[config.mk]
export PLATFORM = sky130hd
export DESIGN_NAME = morse_keyer_decoder_top
export DESIGN_NICKNAME = d
export VERILOG_FILES = /design/src/rtl/mkd_pkg.sv /design/src/rtl/morse_keyer_decoder_top.sv
export SDC_FILE = /design/constraint.sdc
export NUM_CORES = 1
export LEC_CHECK = 0
export ABC_AREA = 1
export BUFFER_PORTS_ARGS = -buffer_cell sky130_fd_sc_hd__clkbuf_2
export CAP_MARGIN = 20
export CORE_AREA = 2 2 141 143
export CTS_CLUSTER_SIZE = 12
export DETAILED_ROUTE_END_ITERATION = 10
export DIE_AREA = 0 0 143 145
export GPL_ROUTABILITY_DRIVEN = 0
export GPL_TIMING_DRIVEN = 0
export PLACE_DENSITY_LB_ADDON = 0.15
export SETUP_SLACK_MARGIN = 0.05
export SYNTH_ARGS = -nofsm -noshare
export SYNTH_HDL_FRONTEND = slang
export SYNTH_SLANG_ARGS = --single-unit
[constraint.sdc]
create_clock -name clk -period 3.7 [get_ports clk]
set_input_delay 0.37 -clock clk [delete_from_list [all_inputs] [get_ports clk]]
set_output_delay 0.37 -clock clk [all_outputs]
set_load 0.1 [all_outputs]
[src/rtl/mkd_pkg.sv]
package mkd_pkg;

  localparam int MaxSymbolsDef = 8;

  localparam logic [15:0] SatTicks = 16'hFFFF;

  localparam logic [15:0] DashThresholdRst = 16'd4;
  localparam logic [15:0] LetterGapRst     = 16'd10;
  localparam logic [15:0] WordGapRst       = 16'd30;

  localparam int RegIdxW = 2;

  typedef enum logic [RegIdxW-1:0] {
    REG_DASH_THRESHOLD = 2'd0,
    REG_LETTER_GAP     = 2'd1,
    REG_WORD_GAP       = 2'd2
  } reg_idx_t;

  typedef enum logic [1:0] {
    EV_LETTER = 2'd0,
    EV_SPACE  = 2'd1,
    EV_DOT    = 2'd2,
    EV_DASH   = 2'd3
  } event_t;

  localparam logic [6:0] AsciiSpace = 7'h20;
  localparam logic [6:0] AsciiA     = 7'h41;
  localparam logic [6:0] NoLetter   = 7'h00;

  typedef struct packed {
    logic [3:0] bits;
    logic [2:0] len;
  } morse_entry_t;

  localparam int NumLetters = 26;

  // entry k is letter A+k; bit j is symbol j, 1 = dash
  localparam morse_entry_t MorseTable [NumLetters] = '{
    '{4'd2, 3'd2},  '{4'd1, 3'd4},  '{4'd5, 3'd4},  '{4'd1, 3'd3},  '{4'd0, 3'd1},
    '{4'd4, 3'd4},  '{4'd3, 3'd3},  '{4'd0, 3'd4},  '{4'd0, 3'd2},  '{4'd14, 3'd4},
    '{4'd5, 3'd3},  '{4'd2, 3'd4},  '{4'd3, 3'd2},  '{4'd1, 3'd2},  '{4'd7, 3'd3},
    '{4'd6, 3'd4},  '{4'd11, 3'd4}, '{4'd2, 3'd3},  '{4'd0, 3'd3},  '{4'd1, 3'd1},
    '{4'd4, 3'd3},  '{4'd8, 3'd4},  '{4'd6, 3'd3},  '{4'd9, 3'd4},  '{4'd13, 3'd4},
    '{4'd3, 3'd4}
  };

  // return ASCII letter, or zero when nothing matches; len 0 never matches
  function automatic logic [6:0] letter_lookup(input logic [2:0] len, input logic [3:0] bits);
    logic [6:0] code;
    code = NoLetter;
    for (int k = NumLetters - 1; k >= 0; k--) begin
      if (len == MorseTable[k].len && bits == MorseTable[k].bits) begin
        code = AsciiA + 7'(k);
      end
    end
    return code;
  endfunction

endpackage

[src/rtl/morse_keyer_decoder_top.sv]
// Channel   Direction  Handshake                    Payload
// -------   ---------  ---------------------------  ---------------------
// sample    in         sample_valid / sample_ready  key_down, tick
// result    out        result_valid / result_ready  event_res, char_code
// config    in         APB psel/penable/pready      paddr, pwdata, prdata
//
// One sample per clock while sample_ready is high: each accepted sample is evaluated
// in a single pass of logic between the decoder state registers and the result
// register, so result_valid rises in the cycle after acceptance.
// A sample that causes no event produces no result transaction.
// sample_ready drops only while a result is held and result_ready is low.
// rst is synchronous, active high; it clears decoder state and restores the
// register defaults (dash 4, letter gap 10, word gap 30 ticks).
module morse_keyer_decoder_top
  import mkd_pkg::*;
#(
  parameter int MAX_SYMBOLS = MaxSymbolsDef
) (
  input  logic        clk,
  input  logic        rst,
  // sample channel
  input  logic        sample_valid,
  output logic        sample_ready,
  input  logic        key_down,
  input  logic        tick,
  // result channel
  output logic        result_valid,
  input  logic        result_ready,
  output logic [1:0]  event_res,
  output logic [6:0]  char_code,
  // configuration port
  input  logic        psel,
  input  logic        penable,
  input  logic        pwrite,
  input  logic [3:0]  paddr,
  input  logic [31:0] pwdata,
  output logic [31:0] prdata,
  output logic        pready
);

  // symbol count saturates at MAX_SYMBOLS+1
  localparam int CntW = $clog2(MAX_SYMBOLS + 2);
  localparam int IdxW = $clog2(MAX_SYMBOLS);
  localparam logic [CntW-1:0] CntMax  = CntW'(MAX_SYMBOLS);
  localparam logic [CntW-1:0] CntOver = CntW'(MAX_SYMBOLS + 1);
  localparam logic [CntW-1:0] CntMaxLen = CntW'(4);

  // configuration registers
  logic [15:0] dash_threshold;
  logic [15:0] letter_gap;
  logic [15:0] word_gap;

  // decoder state
  logic                   previous_key, previous_key_next;
  logic [15:0]            press_ticks, press_ticks_next;
  logic [15:0]            quiet_ticks, quiet_ticks_next;
  logic [MAX_SYMBOLS-1:0] symbol_bits, symbol_bits_next;
  logic [CntW-1:0]        symbol_count, symbol_count_next;
  logic                   space_pending, space_pending_next;

  // result register inputs
  logic       fire;
  logic [1:0] event_next;
  logic [6:0] code_next;

  logic        wr_en;
  logic [RegIdxW-1:0] reg_idx;
  logic        accept;
  logic [15:0] press_cur;
  logic [15:0] quiet_cur;
  logic        key_rise;
  logic        key_fall;
  logic        is_dash;
  logic [2:0]  match_len;
  logic [6:0]  letter;

  // APB: zero wait states, register index from the word address
  assign pready  = 1'b1;
  assign reg_idx = paddr[3:2];
  assign wr_en   = psel && penable && pwrite && pready;

  always_ff @(posedge clk) begin
    if (rst) begin
      dash_threshold <= DashThresholdRst;
      letter_gap     <= LetterGapRst;
      word_gap       <= WordGapRst;
    end else if (wr_en) begin
      case (reg_idx)
        REG_DASH_THRESHOLD: dash_threshold <= pwdata[15:0];
        REG_LETTER_GAP:     letter_gap     <= pwdata[15:0];
        REG_WORD_GAP:       word_gap       <= pwdata[15:0];
        default: ;  // write beyond the register list: drop it
      endcase
    end
  end

  always_comb begin
    case (reg_idx)
      REG_DASH_THRESHOLD: prdata = {16'd0, dash_threshold};
      REG_LETTER_GAP:     prdata = {16'd0, letter_gap};
      REG_WORD_GAP:       prdata = {16'd0, word_gap};
      default:            prdata = 32'd0;
    endcase
  end

  // accept a new sample whenever the result register is empty or draining
  assign sample_ready = !result_valid || result_ready;
  assign accept       = sample_valid && sample_ready;

  // advance both tick counters before the sample is evaluated
  assign press_cur = (tick && press_ticks != SatTicks) ? press_ticks + 16'd1 : press_ticks;
  assign quiet_cur = (tick && quiet_ticks != SatTicks) ? quiet_ticks + 16'd1 : quiet_ticks;

  assign key_rise = key_down && !previous_key;
  assign key_fall = !key_down && previous_key;
  assign is_dash  = press_cur >= dash_threshold;

  // only counts of one to four can be table letters
  assign match_len = (symbol_count <= CntMaxLen) ? symbol_count[2:0] : 3'd0;
  assign letter    = letter_lookup(match_len, symbol_bits[3:0]);

  always_comb begin
    previous_key_next  = key_down;
    press_ticks_next   = press_cur;
    quiet_ticks_next   = quiet_cur;
    symbol_bits_next   = symbol_bits;
    symbol_count_next  = symbol_count;
    space_pending_next = space_pending;
    fire               = 1'b0;
    event_next         = EV_DOT;
    code_next          = NoLetter;

    if (key_rise) begin
      // restart press timing on the press edge
      press_ticks_next = 16'd0;
    end else if (key_fall) begin
      // classify the press, store the symbol if room is left, echo it
      quiet_ticks_next = 16'd0;
      if (symbol_count < CntMax) begin
        symbol_bits_next[symbol_count[IdxW-1:0]] = is_dash;
        symbol_count_next = symbol_count + CntW'(1);
      end else begin
        symbol_count_next = CntOver;
      end
      fire       = 1'b1;
      event_next = is_dash ? EV_DASH : EV_DOT;
    end else if (!key_down && symbol_count != '0 && quiet_cur >= letter_gap) begin
      // letter gap reached: emit the letter, or drop an unknown pattern
      if (letter != NoLetter) begin
        space_pending_next = 1'b1;
        fire               = 1'b1;
        event_next         = EV_LETTER;
        code_next          = letter;
      end
      symbol_count_next = '0;
      symbol_bits_next  = '0;
      quiet_ticks_next  = 16'd0;
    end else if (!key_down && symbol_count == '0 && space_pending &&
                 quiet_cur >= word_gap) begin
      // word gap after a letter: one space
      space_pending_next = 1'b0;
      quiet_ticks_next   = 16'd0;
      fire               = 1'b1;
      event_next         = EV_SPACE;
      code_next          = AsciiSpace;
    end
  end

  always_ff @(posedge clk) begin
    if (rst) begin
      previous_key  <= 1'b0;
      press_ticks   <= 16'd0;
      quiet_ticks   <= 16'd0;
      symbol_bits   <= '0;
      symbol_count  <= '0;
      space_pending <= 1'b0;
    end else if (accept) begin
      previous_key  <= previous_key_next;
      press_ticks   <= press_ticks_next;
      quiet_ticks   <= quiet_ticks_next;
      symbol_bits   <= symbol_bits_next;
      symbol_count  <= symbol_count_next;
      space_pending <= space_pending_next;
    end
  end

  // result register: load on an accepted sample that fires, clear when taken
  always_ff @(posedge clk) begin
    if (rst) begin
      result_valid <= 1'b0;
    end else if (accept) begin
      result_valid <= fire;
    end else if (result_ready) begin
      result_valid <= 1'b0;
    end
  end

  always_ff @(posedge clk) begin
    if (accept && fire) begin
      event_res <= event_next;
      char_code <= code_next;
    end
  end

endmodule
==> flow_metrics.env <==
export IMPL_wirelength_mm=20.7
export IMPL_ys_ff_latch=100
export IMPL_syn_inst=1013
export IMPL_ant_nets=0
export IMPL_drv_cap=0
export IMPL_switchingPower_uw=924
export IMPL_fin_crit_ns=3.49
export IMPL_clkPwrFrac=0.364
export IMPL_synthesis_area_um2=6830
export IMPL_hold_violations=0
export IMPL_numCtsBuffers=9
export IMPL_outcome="finished, final reports clean"
export IMPL_rows=51
export IMPL_whs_endpoint="letter_gap[1]$_SDFFE_PP1P_"
export IMPL_multiInputGateArea_um2=4080
export IMPL_crit_arrival_ns=3.59
export IMPL_post_place_ws_ns=-0.381
export IMPL_p_comb_frac=0.209
export IMPL_start_util=0.355
export IMPL_synthToLayoutAreaGrowth_pct=17.7
export IMPL_yosysWarningCount=0
export IMPL_peakVddDrop_uv=198
export IMPL_hpwl_mm=16.0
export IMPL_ys_types=42
export IMPL_cp_max_fo=5
export IMPL_drc=0
export IMPL_holdWs_ns=0.259
export IMPL_hold_path_class="input port to flip-flop"
export IMPL_final_cells=1376
export IMPL_worstReg2RegStart="quiet_ticks[1]$_SDFFE_PP0P_"
export IMPL_yosysTopAreaCellShare=0.267
export IMPL_grt_overflow_total=0
export IMPL_ff2ff_path_depth=24
export IMPL_htreeDepth=3
export IMPL_power_density_nw_per_um2=332
export IMPL_clk_pin_slew_ns=0.08
export IMPL_vias_per_cell=4.89
export IMPL_die_y_um=145
export IMPL_finalWorstSetupSlack_ns=0.212
export IMPL_fill_cells=2034
export IMPL_whs_path_depth=3
export IMPL_hp_start="pwdata[1]"
export IMPL_dp_cells=1346
export IMPL_grt_usage=0.199
export IMPL_cts_tree="done"
export IMPL_required_ns=3.81
export IMPL_synth_edf_count=9
export IMPL_synth_top_area_cell="dfxtp_1"
export IMPL_antenna_cells=0
export IMPL_end_kind="flip-flop"
export IMPL_holdBufCountCts=0
export IMPL_drive_gt1_frac=0.158
export IMPL_drt_iter0_drc=379
export IMPL_io_buffers=53
export IMPL_max_slew_margin=0.496
export IMPL_cp_start_kind="flip-flop"
export IMPL_antenna_found_initial=0
export IMPL_fin_crit_sh=0.943
export IMPL_rrSetupSlack_ns=0.21
export IMPL_grt_pass1_wl_mm=32.4
export IMPL_clock_sinks=100
export IMPL_report_final_slew_viol_count=0
export IMPL_p_seq_frac=0.427
export IMPL_core_um2=19200
export IMPL_p_int_uw=1740
export IMPL_drt_pass1_iter_count=5
export IMPL_skew_ns=0.0176
export IMPL_finalSetupViolCount=0
export IMPL_yosys_most_used_dff="dfxtp_1"
export IMPL_dr_total_vias=6733
export IMPL_avgSynthCellArea_um2=6.74
export IMPL_clk_latency_ns=0.37
export IMPL_reg2reg_to="char_code[5]$_SDFFCE_PP0P_"
export IMPL_grt_pass1_vias=6061
export IMPL_routedWlPerCell_um=15.1
export IMPL_p_leak_uw=0.00357
export IMPL_nets=1205
export IMPL_worst_setup_path_type="flip-flop to flip-flop"
export IMPL_grt_max_degree=20
export IMPL_clockRootBuffer="clkbuf_16"
export IMPL_worstMarginPinSlew_ns=0.752
export IMPL_ff_latch_area_um2=2100
export IMPL_seq_area_frac_synth=0.307
export IMPL_clk_path_buf_depth=2
export IMPL_die_area_um2=20700
export IMPL_max_freq_mhz=287
export IMPL_synthArstFlopShare=0
export IMPL_fp_dieW_um=143
export IMPL_swShare=0.346
export IMPL_ioPinCount=89
export IMPL_synth_area_top_cells="dfxtp_1 27%, nand2_1 13%, ha_1 9.9%, a21oi_1 7.6%, inv_1 7.1%"
==> flip-flops by register name, indices dropped and copies added, names as in the netlist, 2 cells and up <==
signal and cells:
symbol_count 4, word_gap 16, letter_gap 16, symbol_bits 4, press_ticks 16, quiet_ticks 16
event_res 2, dash_threshold 16, char_code 7
==> metrics by stage <==
step	instance area [um2]	total power, uW	util	setup TNS (ns)
final	8040	2670	0.418	0
after global routing	8040	2780	0.418	-0.0324
after CTS	7840	2670	0.408	0
after detailed placement	7480	1690	0.389	-8.32
after global placement	7480	1690	0.389	-7.88
after floorplan	6880	1560	-	0
==> synth_stat cells, drive strengths merged, types with 2 or more instances <==
cell type and count:
nand2 237, inv 148, a21oi 108, nor2 102, dfxtp 91, o21ai 77, ha 54, nand3 36
clkbuf 27, buf 22, xor2 20, nand4 19, nor3 15, o221ai 15, edfxtp 9, o211ai 7
xnor2 6, nor4 3, o21a 3, a21o 2, a31oi 2, clkinv 2, conb 2
==> critical path, cell delays in order (launching register included) <==
cell,delay [ns]
dfxtp_2,0.37
ha_2,0.19
nand2_2,0.09
nor3_4,0.24
nand2_2,0.10
nor2_4,0.14
a21oi_4,0.13
clkbuf_16,0.19
o21ai_2,0.20
inv_1,0.11
ha_1,0.30
nand2_1,0.09
inv_1,0.04
nand2_1,0.05
nand2_1,0.05
nand2_1,0.05
nand2_1,0.04
nand2_1,0.06
nand3_2,0.13
nand2_4,0.12
inv_1,0.05
nand2_1,0.08
nand3_1,0.08
nand2_2,0.14
clkinvlp_4,0.15
==> power groups by stage <==
| stage | clock network, uW | registers [uW] | logic, uW |
|---|---|---|---|
| after floorplan | 0 | 1170 | 382 |
| after global placement | 0 | 1160 | 522 |
| after detailed placement | 0 | 1160 | 524 |
| after CTS | 996 | 1140 | 534 |
| after global routing | 1030 | 1140 | 609 |
| final | 971 | 1140 | 558 |
==> layout make-up <==
type,instances,share of cell area
multi-input cells,730,0.508
flip-flops and latches,100,0.261
inverters,150,0.0704
repair buffers,65,0.0464
well taps,265,0.0413
plain buffers,49,0.0355
clock buffers,9,0.0280
clock inverters,7,0.00872
repair inverters,1,0.000934
==> layer usage <==
layer / GRT usage / vias to the layer above / share of wire
met5: 0 / - / 0
met4: 0.0564 / 0 / 0.018
met3: 0.0327 / 25 / 0.036
met2: 0.312 / 144 / 0.46
met1: 0.280 / 3094 / 0.48
li1: - / 3470 / -
==> cells in the final DEF (no fill, tap or decap), types with 3 or more instances in the layout <==
cell and count:
nand2_1 225, inv_1 127, a21oi_1 101, nor2_1 97, dfxtp_1 89, o21ai_0 56, ha_1 53, clkbuf_2 53
nand3_1 34, buf_4 28, clkbuf_1 27, inv_2 20, xor2_1 20, nand4_1 19, conb_1 17, o221ai_1 15
nand2_2 11, nor3_1 11, clkbuf_16 10, o21ai_1 9, o21ai_2 9, edfxtp_1 9, o211ai_1 7, a21oi_2 6
xnor2_1 5, nor2_2 4, nor3_2 3, o21a_1 3, o21ai_4 3, nor4_1 3
==> how the worst max path moves through the flow <==
stage / start / endpoint / slack, ns / cells after the start
4_1_cts: quiet_ticks[1]$_SDFFE_PP0P_ / event_res[1]$_SDFFCE_PP1P_ / 0.07 / 20
2_1_floorplan: quiet_ticks[0]$_SDFFE_PP0P_ / char_code[0]$_SDFFCE_PP0P_ / 0.51 / 20
5_1_grt: quiet_ticks[1]$_SDFFE_PP0P_ / event_res[1]$_SDFFCE_PP1P_ / -0.009 / 22
3_3_place_gp: quiet_ticks[0]$_SDFFE_PP0P_ / char_code[2]$_SDFFCE_PP0P_ / -0.37 / 18
3_5_place_dp: quiet_ticks[0]$_SDFFE_PP0P_ / char_code[2]$_SDFFCE_PP0P_ / -0.38 / 18
6_report: quiet_ticks[1]$_SDFFE_PP0P_ / char_code[5]$_SDFFCE_PP0P_ / 0.21 / 24
==> kinds of logic after synthesis <==
| kind of cell | synth area share |
|---|---|
| other | 0.00110 |
| XOR/XNOR | 0.0334 |
| adder cells (fa/ha/maj) | 0.0990 |
| AND/OR/NAND/NOR | 0.255 |
| flip-flops | 0.307 |
| AO/OA/AOI/OAI | 0.183 |
| buffers and inverters | 0.122 |
==> repair_timing <==
action / 4_1_cts / 5_1_grt
resized for setup: 12 / 23
pin swaps: 3 / 5
cloned: 1 / 2
setup buffers: 2 / 9
setup endpoints to repair: 43 / 42
hold endpoints to repair: 0 / 0
Power figures use the tool's default switching activity.
